**config.mk**
```make
export PLATFORM = sky130hd
export DESIGN_NAME = sms_tally
export DESIGN_NICKNAME = d
export VERILOG_FILES = /design/src/rtl/sms_pkg.sv /design/src/rtl/sms_tally.sv
export VERILOG_INCLUDE_DIRS = /design/src /design/src/rtl
export SDC_FILE = /design/constraint.sdc
export NUM_CORES = 1
export LEC_CHECK = 0
export BUFFER_PORTS_ARGS = -buffer_cell sky130_fd_sc_hd__buf_4
export CAP_MARGIN = 20
export CORE_UTILIZATION = 40
export CTS_CLUSTER_DIAMETER = 150
export DETAILED_ROUTE_END_ITERATION = 10
export GPL_TIMING_DRIVEN = 0
export PLACE_DENSITY = 0.72
export SETUP_SLACK_MARGIN = 0.5
export SYNTH_ARGS = -nofsm -noshare
export SYNTH_HDL_FRONTEND = slang
export SYNTH_SLANG_ARGS = --single-unit
export TNS_END_PERCENT = 10
```
**constraint.sdc**
```tcl
create_clock -name i_clk -period 9.1 [get_ports i_clk]
set_input_delay 0.455 -clock i_clk [delete_from_list [all_inputs] [get_ports i_clk]]
set_output_delay 0.455 -clock i_clk [all_outputs]
set_load 0.01 [all_outputs]
```
**src/rtl/assert_macros.svh**
```systemverilog
// ----------------------------------------------------------------------------
// assert_macros.svh
// Assertion macros shared by the coverage statistics RTL.
// ----------------------------------------------------------------------------
`ifndef ASSERT_MACROS_SVH
`define ASSERT_MACROS_SVH

// Clocked implication check, disabled while the synchronous reset is active.
`define SMS_ASSERT(LBL, CLK, RST_N, PROP, MSG) \
    LBL: assert property (@(posedge CLK) disable iff (!RST_N) PROP) \
        else $error(MSG);

// Clocked check that a condition holds at every edge outside reset.
`define SMS_ASSERT_HI(LBL, CLK, RST_N, COND, MSG) \
    LBL: assert property (@(posedge CLK) disable iff (!RST_N) (COND)) \
        else $error(MSG);

`endif

```
**src/rtl/sms_pkg.sv**
```systemverilog
// ----------------------------------------------------------------------------
// sms_pkg
// Shared constants, types and register indexes of the coverage statistics.
// ----------------------------------------------------------------------------
`timescale 1ns / 1ps

package sms_pkg;

    localparam int MAX_SAMPLES = 32;
    // Number of counter cells; the sample fields carry at most 32 samples.
    localparam int NCELL       = (MAX_SAMPLES < 32) ? MAX_SAMPLES : 32;
    localparam int PCNT_W      = $clog2(NCELL + 1);

    localparam int TOT_W       = 6;
    localparam int W_W         = 17;
    localparam int BITS_W      = 32;
    localparam int CNT_W       = 32;
    localparam int REAL_W      = 32;
    localparam int WLEN_W      = 48;
    localparam int ACC_W       = 40;
    localparam int DELTA_W     = 8;
    localparam int IDX_W       = 5;
    localparam int RATIO_W     = 17;
    localparam int DIV_STEPS   = 16;
    localparam int STEP_W      = $clog2(DIV_STEPS + 2);

    localparam logic [RATIO_W-1:0] Q16_ONE = 17'h10000;

    localparam int S_TDATA_W   = ((W_W + 2 * BITS_W + 7) / 8) * 8;
    localparam int M_TDATA_W   = ((IDX_W + CNT_W + REAL_W + WLEN_W + RATIO_W + 7) / 8) * 8;

    localparam int CFG_IDX_W   = 3;
    localparam int CFG_DATA_W  = 6;

    localparam logic [CFG_IDX_W-1:0] CFG_INCLUDE_UNKNOWN  = 3'd0;
    localparam logic [CFG_IDX_W-1:0] CFG_OUTGROUP_PRESENT = 3'd1;
    localparam logic [CFG_IDX_W-1:0] CFG_TOTAL_SAMPLES    = 3'd2;
    localparam logic [CFG_IDX_W-1:0] CFG_OUTGROUP_SAMPLES = 3'd3;
    localparam logic [CFG_IDX_W-1:0] CFG_MULTI_POPULATION = 3'd4;

    typedef enum logic [2:0] {
        S_RUN,
        S_WAIT,
        S_PREP,
        S_DIV,
        S_DRAIN
    } t_state;

    typedef struct packed {
        logic shift;
        logic clear;
    } t_cell_ctrl;

    typedef struct packed {
        logic             vld;
        logic             last;
        logic             cnt;
        logic [W_W-1:0]   weight;
        logic [NCELL-1:0] pres;
    } t_pos;

    typedef struct packed {
        logic             multi;
        logic [TOT_W-1:0] tot;
        logic [TOT_W-1:0] og;
        logic [TOT_W-1:0] ing;
    } t_geom;

endpackage

```
**src/rtl/sms_tally.sv**
```systemverilog
// ----------------------------------------------------------------------------
// sms_tally
// Group presence counts and the length, missing and pair accumulators.
// ----------------------------------------------------------------------------
`timescale 1ns / 1ps
`include "assert_macros.svh"

module sms_tally (
    input  logic                        i_clk,
    input  logic                        i_rst_n,
    input  sms_pkg::t_pos               i_pos,
    input  sms_pkg::t_geom              i_geom,
    input  logic                        i_clear,
    output logic                        o_last_done,
    output logic [sms_pkg::REAL_W-1:0]  o_real,
    output logic [sms_pkg::WLEN_W-1:0]  o_wlen,
    output logic [sms_pkg::ACC_W-1:0]   o_missing,
    output logic [sms_pkg::ACC_W-1:0]   o_pair
);
    import sms_pkg::*;

    logic [NCELL-1:0]   w_ing_mask;
    logic [PCNT_W-1:0]  w_x;
    logic [PCNT_W-1:0]  w_y;

    logic               r_vld;
    logic               r_last;
    logic               r_cnt;
    logic [W_W-1:0]     r_w;
    logic [PCNT_W-1:0]  r_x;
    logic [PCNT_W-1:0]  r_y;

    logic               w_both;
    logic [DELTA_W-1:0] w_dm;
    logic [DELTA_W-1:0] w_dp;

    logic [REAL_W-1:0]  r_real;
    logic [WLEN_W-1:0]  r_wlen;
    logic [ACC_W-1:0]   r_missing;
    logic [ACC_W-1:0]   r_pair;

    // The sample bits arrive already masked to the samples in use, so the
    // outgroup count is everything at or above the ingroup size.
    always_comb begin
        for (int n = 0; n < NCELL; n++) begin
            w_ing_mask[n] = (TOT_W'(n) < i_geom.ing);
        end
        w_x = PCNT_W'($countones(i_pos.pres & w_ing_mask));
        w_y = PCNT_W'($countones(i_pos.pres & ~w_ing_mask));
    end

    always_ff @(posedge i_clk) begin
        if (!i_rst_n) begin
            r_vld  <= 1'b0;
            r_last <= 1'b0;
        end else begin
            r_vld  <= i_pos.vld;
            r_last <= i_pos.last;
        end
    end

    always_ff @(posedge i_clk) begin
        r_cnt <= i_pos.cnt;
        r_w   <= i_pos.weight;
        r_x   <= w_x;
        r_y   <= w_y;
    end

    // Missing and pair deltas are small; they wrap in DELTA_W bits and are
    // sign-extended into the 40-bit totals.
    always_comb begin
        if (i_geom.multi) begin
            w_both = (r_x != '0) && (r_y != '0);
            w_dm   = w_both ? (DELTA_W'(i_geom.ing) - DELTA_W'(r_x)) : '0;
            w_dp   = w_both ? DELTA_W'(i_geom.ing) : '0;
        end else begin
            w_both = (r_y != '0);
            if (w_both) begin
                w_dm = DELTA_W'(i_geom.og) - DELTA_W'(r_y);
                w_dp = DELTA_W'(i_geom.og);
            end else begin
                w_dm = DELTA_W'(i_geom.og) - DELTA_W'(i_geom.ing) + DELTA_W'(1)
                       - DELTA_W'(i_geom.tot);
                w_dp = DELTA_W'(i_geom.og) - DELTA_W'(i_geom.ing) - DELTA_W'(i_geom.tot);
            end
        end
    end

    always_ff @(posedge i_clk) begin
        if (!i_rst_n) begin
            r_real    <= '0;
            r_wlen    <= '0;
            r_missing <= '0;
            r_pair    <= '0;
        end else if (i_clear) begin
            r_real    <= '0;
            r_wlen    <= '0;
            r_missing <= '0;
            r_pair    <= '0;
        end else if (r_vld && r_cnt) begin
            if (w_both) begin
                r_real <= r_real + REAL_W'(1);
                r_wlen <= r_wlen + WLEN_W'(r_w);
            end
            r_missing <= r_missing + {{(ACC_W - DELTA_W){w_dm[DELTA_W-1]}}, w_dm};
            r_pair    <= r_pair + {{(ACC_W - DELTA_W){w_dp[DELTA_W-1]}}, w_dp};
        end
    end

    assign o_last_done = r_vld && r_last;
    assign o_real      = r_real;
    assign o_wlen      = r_wlen;
    assign o_missing   = r_missing;
    assign o_pair      = r_pair;

    `SMS_ASSERT(a_clear_zeroes, i_clk, i_rst_n, i_clear |=> (o_real == '0 && o_wlen == '0 && o_missing == '0 && o_pair == '0), "totals not cleared after drain")

endmodule

```
==> results of run 1 <==
-- where the power goes --
| group | switching [uW] | internal (uW) |
|---|---|---|
| clock | 383 | 394 |
| combinational | 823 | 633 |
| sequential | 23.6 | 886 |
-- layout make-up --
type / instances / area share
tap: 468 / 0.0326
timing repair buffer: 236 / 0.100
buffer: 71 / 0.0158
clock inverter: 15 / 0.00969
sequential: 192 / 0.214
antenna: 1 / 0.000139
inverter: 116 / 0.0243
clock buffer: 17 / 0.0237
multi-input combinational: 1467 / 0.579
-- state kept, by name, summed over array words and instances (netlist names) --
signal and cells:
r_w 17, r_vld 1, r_y 6, r_x 6, r_last 1, o_pair 40, o_wlen 48, o_real 32
o_missing 40, r_cnt 1
-- critical path: stages --
cell and delay (ns):
buf_4 0.11, clkbuf_1 0.39, inv_1 0.31, fa_1 0.52, a21o_1 0.19, a21oi_1 0.25, xnor2_1 0.20, inv_1 0.10
fa_1 0.52, inv_1 0.07, o21a_1 0.12, o21ai_0 0.19, a21oi_1 0.10, o31a_1 0.28, o21ai_4 0.36, buf_16 0.23
ha_1 0.25, clkdlybuf4s15_1 0.30, a21oi_1 0.24, nand4_1 0.11, a21oi_1 0.23, nor3b_1 0.08, o21ai_0 0.35, o21ai_0 0.27
a41oi_1 0.41, a21oi_1 0.15, a221o_1 0.30
-- per-layer routing --
layer,vias up,GRT usage,routed length (um)
met4,2,0.103,1710
met3,89,0.0392,2260
met2,401,0.387,21000
met1,6653,0.283,19000
met5,-,0,14
li1,6986,-,-
-- final timing paths --
| kind | slack, ns | to | depth (start not counted) | startpoint |
|---|---|---|---|---|
| worst max register to register | 3.73 | o_missing[36] | 21 | r_y[0] |
| worst min-delay path | 0.1 | r_w[9] | 1 | i_pos[41] |
| worst max-delay path | 2.30 | o_missing[36] | 27 | i_geom[1] |
| worst min register to register | 0.48 | o_pair[29] | 2 | o_pair[29] |
-- through the flow --
step | area (um^2) | std cells | setup slack [ns] | hold WS, ns
final | 17900 | 2583 | 2.30 | 0.0960
after global routing | 17900 | 2583 | 1.85 | 0.0754
after CTS | 17900 | 2582 | 2.42 | 0.0784
after detailed placement | 17300 | 2550 | 1.97 | 0.467
after global placement | 17300 | 2547 | -1.13 | 0.461
after floorplan | 14900 | 1846 | 1.41 | 0.483
-- kinds of logic after synthesis --
family          count (synthesis)
mux                             4
simple gates                  608
flops                         192
buf+inv                       187
xor+xnor                      147
compound gates                506
fa+ha+maj                     202
-- synthesized netlist by cell type (all sizes together) (59+ instances only) --
master | n | area, um^2
nand2 | 237 | 890
a21oi | 199 | 996
dfxtp | 192 | 3840
ha | 143 | 1790
nor2 | 133 | 499
inv | 114 | 428
xnor2 | 81 | 709
o21ai | 77 | 397
xor2 | 66 | 578
a21o | 65 | 490
clkbuf | 62 | 235
fa | 59 | 1180
==> impl_metrics.toml, run 1 <==
[clock_tree]
cts_buffers = 17
clk_latency_ns = 0.45
cts_setup_buffers = 0
cts_hold_buffers = 0
clkTransAtPathRegs_ns = 0.08
cts.repair.resized = 0
clock-sinks = 192
cts_root_buffer = "clkbuf_16"
htreeDepth = 4
cts_tree = "built"
clock_tree.buffer_depth = 2

[cells_and_area]
finish.utilization = 0.489
fin_nets = 2377
multi_input_area_um2 = 10400
final_cell_mix = "nand2_1 (237), buf_4 (233), a21oi_1 (199), dfxtp_1 (192), ha_1 (143)"
final_common_cell = "nand2_1"
num-fill-cells = 3568
layout-drive-gt1-share = 0.146
area_delta_synth_final_pct = 20.1
regArea_um2 = 3840

[timing]
skew_ns = 0.0147
final.setup.tns_ns = 0
fmax_ghz = 0.147
hold_viol_final = 0
period_needed_ns = 6.80
worstMarginPinSlew_ns = 1.11
fin_crit_sh = 0.747
relSlewSlack = 0.257
setup_viol = 0
drv_slew = 0
rsz0062_at_grt = "false"

[floorplanning]
dieArea_um2 = 38100
core_area_um2 = 36700
floorplan.initialDensity = 0.407
die-width_um = 195
num_io_pins = 235
rows = 70
die_h_um = 195

[power_and_ir_drop]
powerDensity_nw_per_um2 = 175
leakagePower_uw = 0.00815
power_uw = 3140
ir_worst_vdd_v = 0.000151

[placed_design]
place.gp.congestion = 0.942
port_buffers = 233
dp_hpwl_mm = 34.9

[synth]
synth_top_family_by_area = "compound AO/OA/AOI/OAI gates"
synth_fp_nets = 2122
synth_edf_count = 0
synth_compound_area_frac = 0.216
synth-async-reset-ratio = 0
syn_area_um2 = 14900
yosys_register_bits = 192
synthSimpleGateAreaFrac = 0.191
yosysSeqAreaShare = 0.257
synth-xor-area-share = 0.0862
synth_cell_types = 73
yosysWarningCount = 0
synthMuxAreaShare = 0.00276
postSynthCellCount = 1846
syn_area_per_cell_um2 = 8.09
synth_adder_area_share = 0.199
synth_ff_type = "dfxtp_1"

[grt]
grt_use_total = 0.228
grt_pass1_vias = 13700
antenna_found_initial = 2
grt_pass1_wl_mm = 69.9
grt_max_degree = 26
overflow = 0

[drt]
post_drt_wl_per_cell_um = 17.0
ant_nets = 0
drc = 0
viasPerCell = 5.47
num_vias = 14100
drt_iter0_drc = 862
wl_mm = 44.0
dr.pass1.iters = 5

[setup_path]
critPathMaxFanout = 25
cp_data_arrival_time_ns = 7.13
critPathKind = "in -> reg"
critical_path_required_ns = 9.44
cp-start-kind = "input pin"
cp-end-kind = "flop"

[worst_hold_path]
hp-class = "in -> reg"

[status]
outcome = "finished, final reports clean"

[job]
maxCapViolations = 0
Note: power is estimated with default switching activity, not from simulation.
==> run 2: changes to the inputs <==
==> constraint.sdc (replaced) <==
create_clock -name i_clk -period 6.4 [get_ports i_clk]
set_input_delay 0.32 -clock i_clk [delete_from_list [all_inputs] [get_ports i_clk]]
set_output_delay 0.32 -clock i_clk [all_outputs]
set_load 0.01 [all_outputs]
==> impl_metrics.toml, run 2 (synthesized netlist as in run 1, its figures left out) <==
[status]
outcome = "finished, final reports clean"

[floorplanning]
die-width_um = 195
die_h_um = 195
floorplan.initialDensity = 0.407
num_io_pins = 235
dieArea_um2 = 38100
core_area_um2 = 36700
rows = 70

[clock_tree]
clk_latency_ns = 0.44
clkTransAtPathRegs_ns = 0.07
cts_root_buffer = "clkbuf_16"
htreeDepth = 4
clock_tree.buffer_depth = 2
cts_buffers = 17
cts_tree = "built"
clock-sinks = 192

[timing]
worstMarginPinSlew_ns = 0.964
skew_ns = 0.0115
rsz0062_at_grt = "true"
final.setup.tns_ns = 0
period_needed_ns = 5.68
setup_viol = 0
hold_viol_final = 0
fmax_ghz = 0.176
fin_crit_sh = 0.888
finalWorstSetupSlack_ns = 0.719
drv_slew = 0
relSlewSlack = 0.355

[placed_design]
pre_cts_slack_ns = -0.939
port_buffers = 233
placed_area_um2 = 17300
place.gp.congestion = 0.943
dp_hpwl_mm = 34.6

[setup_path]
reg2reg_depth = 18
r2r_end = "o_pair[38]"
cp_data_arrival_time_ns = 6.00
crit_end = "o_missing[39]"
cp-end-kind = "flop"
reg2reg_slack_ns = 1.36
critPathKind = "in -> reg"
critical_path_required_ns = 6.72
critPathMaxFanout = 8
startpoint = "i_geom[1]"
r2r_start = "r_y[2]"
cp-start-kind = "input pin"

[grt]
grt_use_total = 0.229
overflow = 0
grt_max_degree = 20
grt_pass1_wl_mm = 70.0
antenna_found_initial = 4
globalRoute.busiestLayer = "met2"
grt_pass1_vias = 13700
grt.met2_usage = 0.388
grt_use_met1 = 0.283
met3_usage = 0.0404

[drt]
wl_mm = 44.2
drt_iter0_drc = 994
drc = 0
num_vias = 14300
viasPerCell = 5.48
dr.pass1.iters = 7
post_drt_wl_per_cell_um = 16.9
ant_nets = 0

[cells_and_area]
num-fill-cells = 3466
final_cell_area_um2 = 18300
final_common_cell = "buf_4"
multi_input_area_um2 = 10500
fin_nets = 2408
layout-drive-gt1-share = 0.157
regArea_um2 = 3840
final_cell_mix = "buf_4 (245), nand2_1 (237), a21oi_1 (197), dfxtp_1 (192), ha_1 (142)"
largest_register_ffs = 48
area_delta_synth_final_pct = 22.6

[power_and_ir_drop]
leakagePower_uw = 0.00828
ir_worst_vdd_v = 0.000253
powerDensity_nw_per_um2 = 244

[job]
maxCapViolations = 0

[worst_hold_path]
hold_start = "i_pos[51]"
hp-class = "in -> reg"
## run 2: metrics by stage
step,power [uW],utilization,hold slack [ns],cells
detailed placement,3370,0.472,0.427,2548
CTS,4490,0.496,0.0695,2608
global placement,3290,0.471,0.426,2547
global route,4820,0.499,0.0749,2615
finish,4470,0.499,0.0898,2616
floorplan,2910,-,0.348,1846
## run 2: timing repair
| action | CTS | global route |
|---|---|---|
| setup endpoints to repair | 32 | 24 |
| cloned | 1 | 0 |
| endpoints found under the hold margin | 18 | 0 |
| buffers inserted | 9 | 4 |
| hold buffers | 18 | 0 |
| resized for setup | 7 | 24 |
| pin swaps | 3 | 6 |
## run 2: worst max-delay path, cell delays in order
cell	delay, ns
buf_4	0.11
buf_6	0.15
clkinvlp_4	0.14
fa_1	0.51
ha_1	0.30
inv_1	0.04
ha_1	0.22
fa_1	0.40
nor2b_1	0.16
o21a_1	0.19
o21ai_1	0.16
a21oi_1	0.09
o31a_1	0.35
o21ai_4	0.24
buf_4	0.16
ha_1	0.22
buf_2	0.17
a2111oi_2	0.35
o21ai_1	0.14
a41oi_2	0.24
o21ai_2	0.12
a211o_4	0.39
a21oi_2	0.18
o2111ai_1	0.17
and3_1	0.19
o21ai_0	0.18
o31ai_1	0.09
## run 2: worst min-delay path by stage
| stage | to | slack [ns] | cells after the start |
|---|---|---|---|
| 2_1_floorplan | r_cnt | 0.35 | 0 |
| 3_3_place_gp | r_w[12] | 0.43 | 1 |
| 3_5_place_dp | r_w[5] | 0.43 | 1 |
| 4_1_cts | r_vld | 0.07 | 2 |
| 5_1_grt | r_vld | 0.07 | 2 |
| 6_report | r_vld | 0.09 | 2 |
## run 2: cell type report
cell class              instances  share of cell area
inverters                     116              0.0242
plain buffers                  71              0.0162
clock buffers                  18              0.0240
well taps                     468              0.0320
repair buffers                266               0.113
diodes                          3            0.000410
multi-input cells            1468               0.572
flip-flops and latches        192               0.210
clock inverters                14             0.00779
## run 2: power breakdown
part	total, uW	switching [uW]	leakage (uW)	internal (uW)
Clock	1060	534	0.000283	529
Combinational	2120	1190	0.00644	924
Sequential	1290	31.0	0.00156	1260
## run 2: per-layer routing
layer | up-vias | wire (um)
met1 | 6732 | 19000
met3 | 89 | 2660
li1 | 7034 | -
met2 | 468 | 20900
met5 | - | 11
met4 | 2 | 1640
