<file path="config.mk">
export PLATFORM = sky130hd
export DESIGN_NAME = sms_cell
export DESIGN_NICKNAME = d
export VERILOG_FILES = /design/src/rtl/assert_macros.svh /design/src/rtl/sms_pkg.sv /design/src/rtl/sms_cell.sv
export SDC_FILE = /design/constraint.sdc
export NUM_CORES = 1
export LEC_CHECK = 0
export BUFFER_PORTS_ARGS = -buffer_cell sky130_fd_sc_hd__buf_4
export CORE_MARGIN = 1.5
export CORE_UTILIZATION = 40
export CTS_BUF_LIST = sky130_fd_sc_hd__clkbuf_16
export CTS_CLUSTER_SIZE = 30
export DETAILED_ROUTE_END_ITERATION = 6
export PLACE_DENSITY = 0.72
export SLEW_MARGIN = 20
export SYNTH_ARGS = -nofsm -noshare
export SYNTH_HDL_FRONTEND = slang
export SYNTH_SLANG_ARGS = --single-unit
</file>
<file path="constraint.sdc">
create_clock -name i_clk -period 2.1 [get_ports i_clk]
set_clock_uncertainty 0.1 [all_clocks]
set_input_delay 0 -clock i_clk [delete_from_list [all_inputs] [get_ports i_clk]]
set_output_delay 0 -clock i_clk [all_outputs]
set_load 0.01 [all_outputs]
</file>
<file path="src/rtl/assert_macros.svh">
// ----------------------------------------------------------------------------
// assert_macros.svh
// Assertion macros shared by the coverage statistics RTL.
// ----------------------------------------------------------------------------
`ifndef ASSERT_MACROS_SVH
`define ASSERT_MACROS_SVH

// Clocked implication check, disabled while the synchronous reset is active.
`define SMS_ASSERT(LBL, CLK, RST_N, PROP, MSG) \
    LBL: assert property (@(posedge CLK) disable iff (!RST_N) PROP) \
        else $error(MSG);

// Clocked check that a condition holds at every edge outside reset.
`define SMS_ASSERT_HI(LBL, CLK, RST_N, COND, MSG) \
    LBL: assert property (@(posedge CLK) disable iff (!RST_N) (COND)) \
        else $error(MSG);

`endif

</file>
<file path="src/rtl/sms_pkg.sv">
// ----------------------------------------------------------------------------
// sms_pkg
// Shared constants, types and register indexes of the coverage statistics.
// ----------------------------------------------------------------------------
`timescale 1ns / 1ps

package sms_pkg;

    localparam int MAX_SAMPLES = 32;
    // Number of counter cells; the sample fields carry at most 32 samples.
    localparam int NCELL       = (MAX_SAMPLES < 32) ? MAX_SAMPLES : 32;
    localparam int PCNT_W      = $clog2(NCELL + 1);

    localparam int TOT_W       = 6;
    localparam int W_W         = 17;
    localparam int BITS_W      = 32;
    localparam int CNT_W       = 32;
    localparam int REAL_W      = 32;
    localparam int WLEN_W      = 48;
    localparam int ACC_W       = 40;
    localparam int DELTA_W     = 8;
    localparam int IDX_W       = 5;
    localparam int RATIO_W     = 17;
    localparam int DIV_STEPS   = 16;
    localparam int STEP_W      = $clog2(DIV_STEPS + 2);

    localparam logic [RATIO_W-1:0] Q16_ONE = 17'h10000;

    localparam int S_TDATA_W   = ((W_W + 2 * BITS_W + 7) / 8) * 8;
    localparam int M_TDATA_W   = ((IDX_W + CNT_W + REAL_W + WLEN_W + RATIO_W + 7) / 8) * 8;

    localparam int CFG_IDX_W   = 3;
    localparam int CFG_DATA_W  = 6;

    localparam logic [CFG_IDX_W-1:0] CFG_INCLUDE_UNKNOWN  = 3'd0;
    localparam logic [CFG_IDX_W-1:0] CFG_OUTGROUP_PRESENT = 3'd1;
    localparam logic [CFG_IDX_W-1:0] CFG_TOTAL_SAMPLES    = 3'd2;
    localparam logic [CFG_IDX_W-1:0] CFG_OUTGROUP_SAMPLES = 3'd3;
    localparam logic [CFG_IDX_W-1:0] CFG_MULTI_POPULATION = 3'd4;

    typedef enum logic [2:0] {
        S_RUN,
        S_WAIT,
        S_PREP,
        S_DIV,
        S_DRAIN
    } t_state;

    typedef struct packed {
        logic shift;
        logic clear;
    } t_cell_ctrl;

    typedef struct packed {
        logic             vld;
        logic             last;
        logic             cnt;
        logic [W_W-1:0]   weight;
        logic [NCELL-1:0] pres;
    } t_pos;

    typedef struct packed {
        logic             multi;
        logic [TOT_W-1:0] tot;
        logic [TOT_W-1:0] og;
        logic [TOT_W-1:0] ing;
    } t_geom;

endpackage

</file>
<file path="src/rtl/sms_cell.sv">
// ----------------------------------------------------------------------------
// sms_cell
// One per-sample counter cell of the chain; shifts toward cell zero on drain.
// ----------------------------------------------------------------------------
`timescale 1ns / 1ps

module sms_cell (
    input  logic                       i_clk,
    input  logic                       i_rst_n,
    input  sms_pkg::t_cell_ctrl        i_ctrl,
    input  logic                       i_inc,
    input  logic [sms_pkg::CNT_W-1:0]  i_next,
    output logic [sms_pkg::CNT_W-1:0]  o_count
);
    import sms_pkg::*;

    logic [CNT_W-1:0] r_count;

    always_ff @(posedge i_clk) begin
        if (!i_rst_n) begin
            r_count <= '0;
        end else if (i_ctrl.clear) begin
            r_count <= '0;
        end else if (i_ctrl.shift) begin
            r_count <= i_next;
        end else if (i_inc) begin
            r_count <= r_count + CNT_W'(1);
        end
    end

    assign o_count = r_count;

endmodule

</file>
==> results.py, run 1 <==
metrics = {
    "critical_path": {
        "r2r_cells": 5,
        "crit_type": "flip-flop to flip-flop",
        "crit_buf_inv": 0,
        "r2r-end": "o_count[31]$_SDFFE_PP0P_",
        "max_stage_delay_ps": 600,
        "cp-end-kind": "flip-flop",
        "cp.arrival_ps": 2010,
        "crit_fanout": 6,
        "rrSetupSlack_ps": 130,
        "crit_chain": "nand4_1 -> or4_4 -> nor4_4 -> xnor2_1 -> o22ai_1",
        "worst_path_dominant_cell_family": "simple AND/OR/NAND/NOR gates",
        "cp_slowest_cell": "or4_4",
        "reg2reg_from": "o_count[13]$_SDFFE_PP0P_",
        "crit_required_ps": 2140,
        "critPathLaunchType": "flip-flop",
    },
    "power_and_ir_drop": {
        "irDropWorstVdd_mv": 0.423,
        "p_total_mw": 1.61,
        "p_seq_share_pct": 41.2,
        "power_frac_clock_pct": 42.8,
        "cellPowerDensity_nw_per_um2": 555,
        "power_leakage_nw": 1.17,
        "pwr-share-comb_pct": 16.0,
        "switching_share_pct": 24.7,
        "power.switching_mw": 0.397,
        "intPower_mw": 1.21,
    },
    "finish": {
        "drive_above_1_share_pct": 28.5,
        "diodes": 0,
        "area_growth_pct": 58.8,
        "final_cells": 382,
        "design_area_sq_um": 2900,
        "largest_register_ffs": 32,
        "fin_util_pct": 66.1,
        "nets": 367,
    },
    "placed_design": {
        "placed_cell_area_sq_um": 2420,
        "gp_congestion": 0.866,
        "port_buffers": 68,
        "hpwlAfterDp_mm": 3.57,
        "place_ws_ps": 182,
        "dp_cells": 340,
    },
    "drt": {
        "wl_mm": 5.32,
        "drt-initial-drc-count": 183,
        "firstDrtPassIters": 4,
        "wl_per_cell_microns": 13.9,
        "drc": 0,
        "via_per_inst": 5.22,
        "routed-via-count": 1993,
        "ant_nets": 0,
    },
    "clocking": {
        "cts_root_buf": "clkbuf_16",
        "cts_max_level": 2,
        "cts_max_path_buffers": 2,
        "path_clk_slew_ps": 50,
        "numCtsBuffers": 5,
        "clkLatencyLatePin_ps": 280,
        "cts_tree": "done",
        "cts_sinks": 32,
    },
    "global_route": {
        "grt_max_degree": 31,
        "grt_util_all_layers_pct": 22.0,
        "overflow": 0,
        "grt_pass1_vias": 1800,
        "antenna_found_initial": 0,
        "grt_pass1_wl_mm": 8.65,
    },
    "yosys": {
        "synth_area_leaders": "dfxtp_1, xnor2_1, a21oi_1",
        "synth_fp_nets": 261,
        "async_reset_ff_share_pct": 0,
        "ys_warn_count": 0,
        "avgSynthCellArea_sq_um": 8.18,
        "synthFlopType": "dfxtp_1",
        "yosysSeqAreaShare_pct": 35.1,
        "ys_ff_latch": 32,
        "syn_inst": 223,
        "yosysTopAreaCell": "dfxtp_1",
        "synth_cell_types": 30,
        "synth_top_area_share_pct": 35.1,
        "synth.cell_area_sq_um": 1820,
        "synth_edf_count": 0,
    },
    "floorplanning": {
        "fp.dieArea_sq_um": 4970,
        "core_area_sq_um": 4380,
        "rows": 24,
        "num_io_pins": 69,
        "die-height_microns": 70.5,
        "dieWidth_microns": 70.5,
        "start_util_pct": 41.6,
    },
    "min_path": {
        "min_to": "o_count[6]$_SDFFE_PP0P_",
        "min-delay-path-class": "input port to flip-flop",
        "hold_start": "i_ctrl[1]",
        "whs_path_depth": 3,
    },
    "outcome": {
        "outcome": "finished clean",
    },
    "timing": {
        "worst_pin_slew_ps": 532,
        "fin_crit_sh_pct": 93.7,
        "fmax_mhz": 508,
        "slew_violations": 0,
        "setup_viol": 0,
        "hold_violations": 0,
        "worst_slack_ps": 132,
        "min_period_ps": 1970,
        "slew-limit-headroom_pct": 64.6,
    },
    "flow_run": {
        "drv_cap": 0,
    },
}
==> worst min-delay path, delay by kind of cell <==
family                 cells  cell delay (ps)
buffers and inverters      1              190
and+or+nand+nor            1              100
AOI/OAI and AO/OA          1               60
==> power groups by stage <==
stage	registers [mW]	logic (mW)	clock network (mW)
after global routing	0.666	0.280	0.710
after floorplan	0.683	0.0795	0
after global placement	0.674	0.205	0
after detailed placement	0.674	0.207	0
final	0.663	0.257	0.689
after CTS	0.662	0.256	0.685
==> per-stage QoR <==
stage | hold slack, ps | TNS, ps
after floorplan | 42.7 | 0
after global placement | 133 | 0
after detailed placement | 141 | 0
after CTS | 20.8 | 0
after global routing | 41.5 | -10.5
final | 27.2 | 0
==> cells in the mapped netlist (2+ instances only) <==
cell and count:
dfxtp_1 32, a21oi_1 31, xnor2_1 26, o21ai_0 19, nor2_1 18, nand2_1 13
nand4_1 13, clkbuf_1 10, nor3_1 9, inv_1 7, nand3_1 5, nor3b_1 5
xor2_1 5, and4_1 4, o22ai_1 4, and3_1 3, buf_2 3, nor4_4 3
mux2i_1 2
==> repair_timing <==
item | in CTS | in global routing
buffers inserted | 0 | 1
endpoints found under the hold margin | 32 | 0
resized for setup | 0 | 1
endpoints found under the setup margin | 0 | 2
hold buffers | 33 | 0
==> how the worst max path moves through the flow <==
stage / startpoint / end / slack (ps) / cells after the start
after detailed placement: o_count[1]$_SDFFE_PP0P_ / o_count[20]$_SDFFE_PP0P_ / 180 / 6
final: o_count[13]$_SDFFE_PP0P_ / o_count[31]$_SDFFE_PP0P_ / 130 / 5
after global placement: o_count[1]$_SDFFE_PP0P_ / o_count[22]$_SDFFE_PP0P_ / 210 / 6
after CTS: o_count[13]$_SDFFE_PP0P_ / o_count[31]$_SDFFE_PP0P_ / 130 / 5
after floorplan: o_count[0]$_SDFFE_PP0P_ / o_count[20]$_SDFFE_PP0P_ / 170 / 7
after global routing: o_count[1]$_SDFFE_PP0P_ / o_count[20]$_SDFFE_PP0P_ / -10 / 7
==> final cells by class <==
cell class | instances | area (sq um)
fill | 367 | 1490
multi-input combinational | 170 | 1100
timing repair buffer | 113 | 931
sequential | 32 | 641
clock buffer | 5 | 125
tap | 52 | 65.1
inverter | 7 | 26.3
clock inverter | 3 | 11.3
==> metal layers <==
layer | up-vias | part of all wire [%] | track usage, %
met1 | 932 | 44 | 27.7
met3 | 7 | 3.5 | 3.85
li1 | 1007 | - | -
met5 | - | 0 | 0
met2 | 47 | 51 | 37.1
met4 | 0 | 1.6 | 9.43
==> logic make-up (layout without fill, tap and decap cells) <==
logic type,Yosys count,after routing,share of synthesized area (%)
buffers and inverters,21,128,4.94
and+or+nand+nor,81,81,27.8
DFF,32,32,35.1
xor gates and xnor gates,31,31,14.9
muxes,2,2,1.10
AOI/OAI and AO/OA,55,55,15.5
adders and majority gates,1,1,0.686
==> layout by cell type (no fill, tap or decap), types with 9 or more instances in the layout <==
cell type      Yosys  routed
o21ai_0           19      19
nand4_1           13      13
dlygate4sd3_1      0      33
inv_1              7       9
buf_4              0      80
xnor2_1           26      26
dfxtp_1           32      32
a21oi_1           31      31
nand2_1           13      13
nor2_1            18      18
Note: power is estimated with default switching activity, not from simulation.
==> run 2: changes to the inputs <==
- BUFFER_PORTS_ARGS: -buffer_cell sky130_fd_sc_hd__buf_4 -> default
- DONT_BUFFER_PORTS: default -> 1
- PLACE_DENSITY: 0.72 -> 0.59
==> results.py, run 2 (synthesis results as in run 1) <==
metrics = {
    "outcome": {
        "outcome": "finished clean",
    },
    "floorplanning": {
        "start_util_pct": 41.6,
        "num_io_pins": 69,
        "core_area_sq_um": 4380,
        "die-height_microns": 70.5,
        "dieWidth_microns": 70.5,
        "fp.dieArea_sq_um": 4970,
        "rows": 24,
    },
    "clocking": {
        "path_clk_slew_ps": 50,
        "cts_root_buf": "clkbuf_16",
        "cts_max_level": 2,
        "numCtsBuffers": 5,
        "cts_sinks": 32,
        "cts_tree": "done",
        "clkLatencyLatePin_ps": 280,
        "cts_max_path_buffers": 2,
    },
    "global_route": {
        "grt_pass1_wl_mm": 8.29,
        "grt_pass1_vias": 1734,
        "antenna_found_initial": 0,
        "overflow": 0,
        "grt_max_degree": 39,
        "grt_util_all_layers_pct": 21.2,
    },
    "critical_path": {
        "max_stage_delay_ps": 410,
        "reg2reg_from": "o_count[5]$_SDFFE_PP0P_",
        "crit_required_ps": 2140,
        "crit_fanout": 8,
        "cp.arrival_ps": 1930,
        "cp-end-kind": "flip-flop",
        "crit_start": "o_count[5]$_SDFFE_PP0P_",
        "critPathLaunchType": "flip-flop",
        "crit_type": "flip-flop to flip-flop",
        "cp_slowest_cell": "dfxtp_1",
        "crit_chain": "and4_1 -> nand4_4 -> nor4_2 -> xnor2_1 -> o22ai_1",
    },
    "power_and_ir_drop": {
        "power.switching_mw": 0.374,
        "intPower_mw": 1.17,
        "cellPowerDensity_nw_per_um2": 601,
        "power_frac_clock_pct": 44.2,
        "pwr-share-comb_pct": 12.9,
        "switching_share_pct": 24.2,
        "p_seq_share_pct": 42.8,
        "power_leakage_nw": 0.932,
        "irDropWorstVdd_mv": 0.349,
    },
    "placed_design": {
        "hpwlAfterDp_mm": 3.32,
        "port_buffers": 0,
        "gp_congestion": 0.749,
    },
    "timing": {
        "setup_viol": 0,
        "worst_pin_slew_ps": 815,
        "slew-limit-headroom_pct": 45.7,
        "rsz0062_at_grt": "false",
        "fin_crit_sh_pct": 90.1,
        "holdWs_ps": 8.75,
        "hold_violations": 0,
        "setup_tns_ps": 0,
        "fmax_mhz": 528,
        "min_period_ps": 1890,
        "slew_violations": 0,
    },
    "drt": {
        "drt-initial-drc-count": 100,
        "via_per_inst": 5.24,
        "wl_mm": 4.94,
        "routed-via-count": 1755,
        "drc": 0,
        "firstDrtPassIters": 4,
        "wl_per_cell_microns": 14.7,
        "ant_nets": 0,
    },
    "finish": {
        "drive_above_1_share_pct": 13.1,
        "mostFrequentLayoutCell": "dlygate4sd3_1",
        "most-common-layout-cells": "dlygate4sd3_1, dfxtp_1, a21oi_1",
        "largest_register_ffs": 32,
        "area_growth_pct": 40.6,
        "nets": 320,
        "fin_util_pct": 58.5,
        "diodes": 0,
    },
    "min_path": {
        "min-delay-path-class": "input port to flip-flop",
        "hold_start": "i_ctrl[0]",
    },
    "flow_run": {
        "drv_cap": 0,
    },
}
[run 2: changes by cell type in the layout (fill, tap and decap cells not counted)]
cell	change
buf_4	-56
dlygate4sd3_1	+8
dlymetal6s4s_1	+1
nor3_1	+1
nor3_2	-1
[run 2: final cells by class]
class | instances | area (sq um)
Inverter | 7 | 26.3
Clock buffer | 5 | 125
Multi-Input combinational cell | 170 | 1090
Fill cell | 404 | 1820
Clock inverter | 3 | 11.3
Tap cell | 52 | 65.1
Sequential cell | 32 | 641
Timing Repair Buffer | 66 | 603
[run 2: through the flow]
| stage | instance area [sq um] | power, mW | cells | setup WS [ps] |
|---|---|---|---|---|
| 2_1_floorplan | 1820 | 0.762 | 223 | 172 |
| 3_3_place_gp | 2000 | 0.799 | 284 | 194 |
| 3_5_place_dp | 2000 | 0.800 | 284 | 174 |
| 4_1_cts | 2550 | 1.56 | 334 | 156 |
| 5_1_grt | 2560 | 1.61 | 335 | 54.1 |
| 6_report | 2560 | 1.54 | 335 | 207 |
[run 2: path summary, 6_finish.rpt]
check                             end  slack [ps]  cells past startpoint
max          o_count[29]$_SDFFE_PP0P_         210                      5
min          o_count[11]$_SDFFE_PP0P_           9                      4
max reg2reg  o_count[29]$_SDFFE_PP0P_         210                      5
min reg2reg  o_count[23]$_SDFFE_PP0P_         530                      2
[run 2: critical path: cells and delay by family (launching register included)]
family	cells	cell delay [ps]
flops	1	410
xor+xnor	1	150
compound gates	1	90
simple gates	3	1010
[run 2: power groups by stage]
| stage | registers, mW | clock network [mW] | logic [mW] |
|---|---|---|---|
| finish | 0.660 | 0.682 | 0.199 |
| global route | 0.663 | 0.728 | 0.219 |
| CTS | 0.660 | 0.697 | 0.199 |
| detailed placement | 0.673 | 0 | 0.128 |
| global placement | 0.672 | 0 | 0.127 |
| floorplan | 0.683 | 0 | 0.0795 |
[run 2: timing repair]
item,in CTS,in global routing
hold endpoints to repair,32,0
endpoints found under the setup margin,0,2
buffers inserted,0,1
resized for setup,0,1
hold buffers,42,0
[run 2: layer usage]
layer / vias to the layer above / part of all wire, % / global-route usage, % / routed length, microns
met5: - / 0 / 0 / 0
met3: 5 / 6.5 / 7.55 / 321
met1: 795 / 45 / 25.7 / 2230
li1: 909 / - / - / -
met2: 46 / 47 / 34.6 / 2320
met4: 0 / 1.3 / 8.18 / 64
==> run 3: changes to the inputs <==
- CORE_ASPECT_RATIO: default -> 2
- CORE_MARGIN: 1.5 -> default
==> results.py, run 3 (synthesis results as in run 1) <==
metrics = {
    "outcome": {
        "outcome": "finished clean",
    },
    "finish": {
        "most-common-layout-cells": "dlygate4sd3_1, dfxtp_1, a21oi_1",
        "drive_above_1_share_pct": 14.3,
        "nets": 330,
        "largest_register_ffs": 32,
        "area_growth_pct": 45.8,
        "mostFrequentLayoutCell": "dlygate4sd3_1",
        "multi_input_area_sq_um": 1090,
        "n_fill_cell": 414,
        "seqCellArea_sq_um": 641,
        "fin_util_pct": 61.3,
        "diodes": 0,
    },
    "min_path": {
        "min_to": "o_count[4]$_SDFFE_PP0P_",
        "whs_path_depth": 5,
        "min-delay-path-class": "input port to flip-flop",
        "hold_start": "i_inc",
    },
    "timing": {
        "worst_pin_slew_ps": 764,
        "fmax_mhz": 521,
        "fin_crit_sh_pct": 91.4,
        "setup_viol": 0,
        "setup_tns_ps": 0,
        "slew_violations": 0,
        "hold_violations": 0,
        "slew-limit-headroom_pct": 48.9,
        "min_period_ps": 1920,
        "rsz0062_at_grt": "false",
        "holdWs_ps": 19.0,
    },
    "drt": {
        "wl_mm": 5.53,
        "wl_per_cell_microns": 15.9,
        "drt-initial-drc-count": 33,
        "drc": 0,
        "ant_nets": 0,
        "routed-via-count": 1899,
        "firstDrtPassIters": 4,
        "via_per_inst": 5.47,
    },
    "clocking": {
        "numCtsBuffers": 5,
        "hold_buffers": 49,
        "postCtsSetupBuffers": 0,
        "cts_max_path_buffers": 2,
        "cts_max_level": 2,
        "ctsResizeCount": 0,
        "path_clk_slew_ps": 50,
        "cts_tree": "done",
        "cts_root_buf": "clkbuf_16",
        "cts_sinks": 32,
        "clkLatencyLatePin_ps": 280,
    },
    "critical_path": {
        "cpMostUsedCell": "dlygate4sd3_1",
        "worst_path_dominant_cell_family": "buffers and inverters",
        "crit_buf_inv": 2,
        "max_stage_delay_ps": 1030,
        "cp_slowest_cell": "dlygate4sd3_1",
        "crit_type": "input port to flip-flop",
        "reg2reg_from": "o_count[1]$_SDFFE_PP0P_",
        "r2r-end": "o_count[20]$_SDFFE_PP0P_",
        "crit_fanout": 22,
        "crit_required_ps": 2140,
        "rrSetupSlack_ps": 210,
        "cp-end-kind": "flip-flop",
        "r2r_cells": 6,
        "cp.arrival_ps": 1960,
        "crit_chain": "dlygate4sd3_1 -> nor3b_1 -> a21oi_1 -> dlygate4sd3_1 -> o22ai_1",
        "critPathLaunchType": "input port",
    },
    "floorplanning": {
        "dieWidth_microns": 49.8,
        "core_area_sq_um": 4340,
        "die-height_microns": 97.5,
        "fp.dieArea_sq_um": 4850,
        "num_io_pins": 69,
        "start_util_pct": 42.0,
        "rows": 34,
    },
    "placed_design": {
        "port_buffers": 0,
        "gp_congestion": 0.791,
        "hpwlAfterDp_mm": 3.86,
    },
    "global_route": {
        "grt_pass1_wl_mm": 8.98,
        "antenna_found_initial": 0,
        "grt_max_degree": 23,
        "grt_pass1_vias": 1950,
        "overflow": 0,
        "grt_util_all_layers_pct": 24.4,
    },
    "flow_run": {
        "drv_cap": 0,
    },
    "power_and_ir_drop": {
        "irDropWorstVdd_mv": 0.694,
        "cellPowerDensity_nw_per_um2": 592,
        "power_leakage_nw": 0.953,
        "p_total_mw": 1.57,
    },
}
run 3: how the worst max path moves through the flow:
stage / from / to / slack, ps / cells after the start
detailed placement: o_count[1]$_SDFFE_PP0P_ / o_count[20]$_SDFFE_PP0P_ / 240 / 6
global placement: o_count[9]$_SDFFE_PP0P_ / o_count[20]$_SDFFE_PP0P_ / 270 / 5
floorplan: o_count[0]$_SDFFE_PP0P_ / o_count[20]$_SDFFE_PP0P_ / 170 / 7
finish: i_ctrl[1] / o_count[30]$_SDFFE_PP0P_ / 180 / 5
global route: i_ctrl[1] / o_count[29]$_SDFFE_PP0P_ / 80 / 5
CTS: o_count[1]$_SDFFE_PP0P_ / o_count[20]$_SDFFE_PP0P_ / 210 / 6
run 3: layout make-up:
class | instances | share of cell area, %
Clock buffer | 5 | 4.70
Sequential cell | 32 | 24.1
Multi-Input combinational cell | 170 | 41.1
Tap cell | 54 | 2.54
Timing Repair Buffer | 76 | 26.1
Clock inverter | 3 | 0.517
Inverter | 7 | 0.988
run 3: where the power goes:
part | switching, mW | total [mW] | internal, mW | leakage (nW)
clock network | 0.270 | 0.701 | 0.430 | 0.0710
registers | 0.0287 | 0.661 | 0.632 | 0.262
logic | 0.0930 | 0.213 | 0.120 | 0.621
total | 0.392 | 1.57 | 1.18 | 0.953
run 3: layer usage:
layer	vias to the layer above	part of all wire (%)	track usage [%]
li1	925	-	-
met1	901	34	20.8
met2	61	57	48.3
met3	12	6.0	6.89
met4	0	2.3	11.0
met5	-	0	0
run 3: stage by stage:
stage,cells,worst slack [ps],instance area [sq um]
after CTS,347,205,2660
after global routing,347,78.6,2660
after floorplan,223,172,1820
final,347,180,2660
after detailed placement,290,244,2030
after global placement,290,266,2030
run 3: worst register-to-register path, cell delays in order (launching register included):
cell     delay (ps)
dfxtp_1         410
ha_1            200
and2_1          150
nand4_1         310
nor3b_1         350
xor2_1          100
o21a_1          170
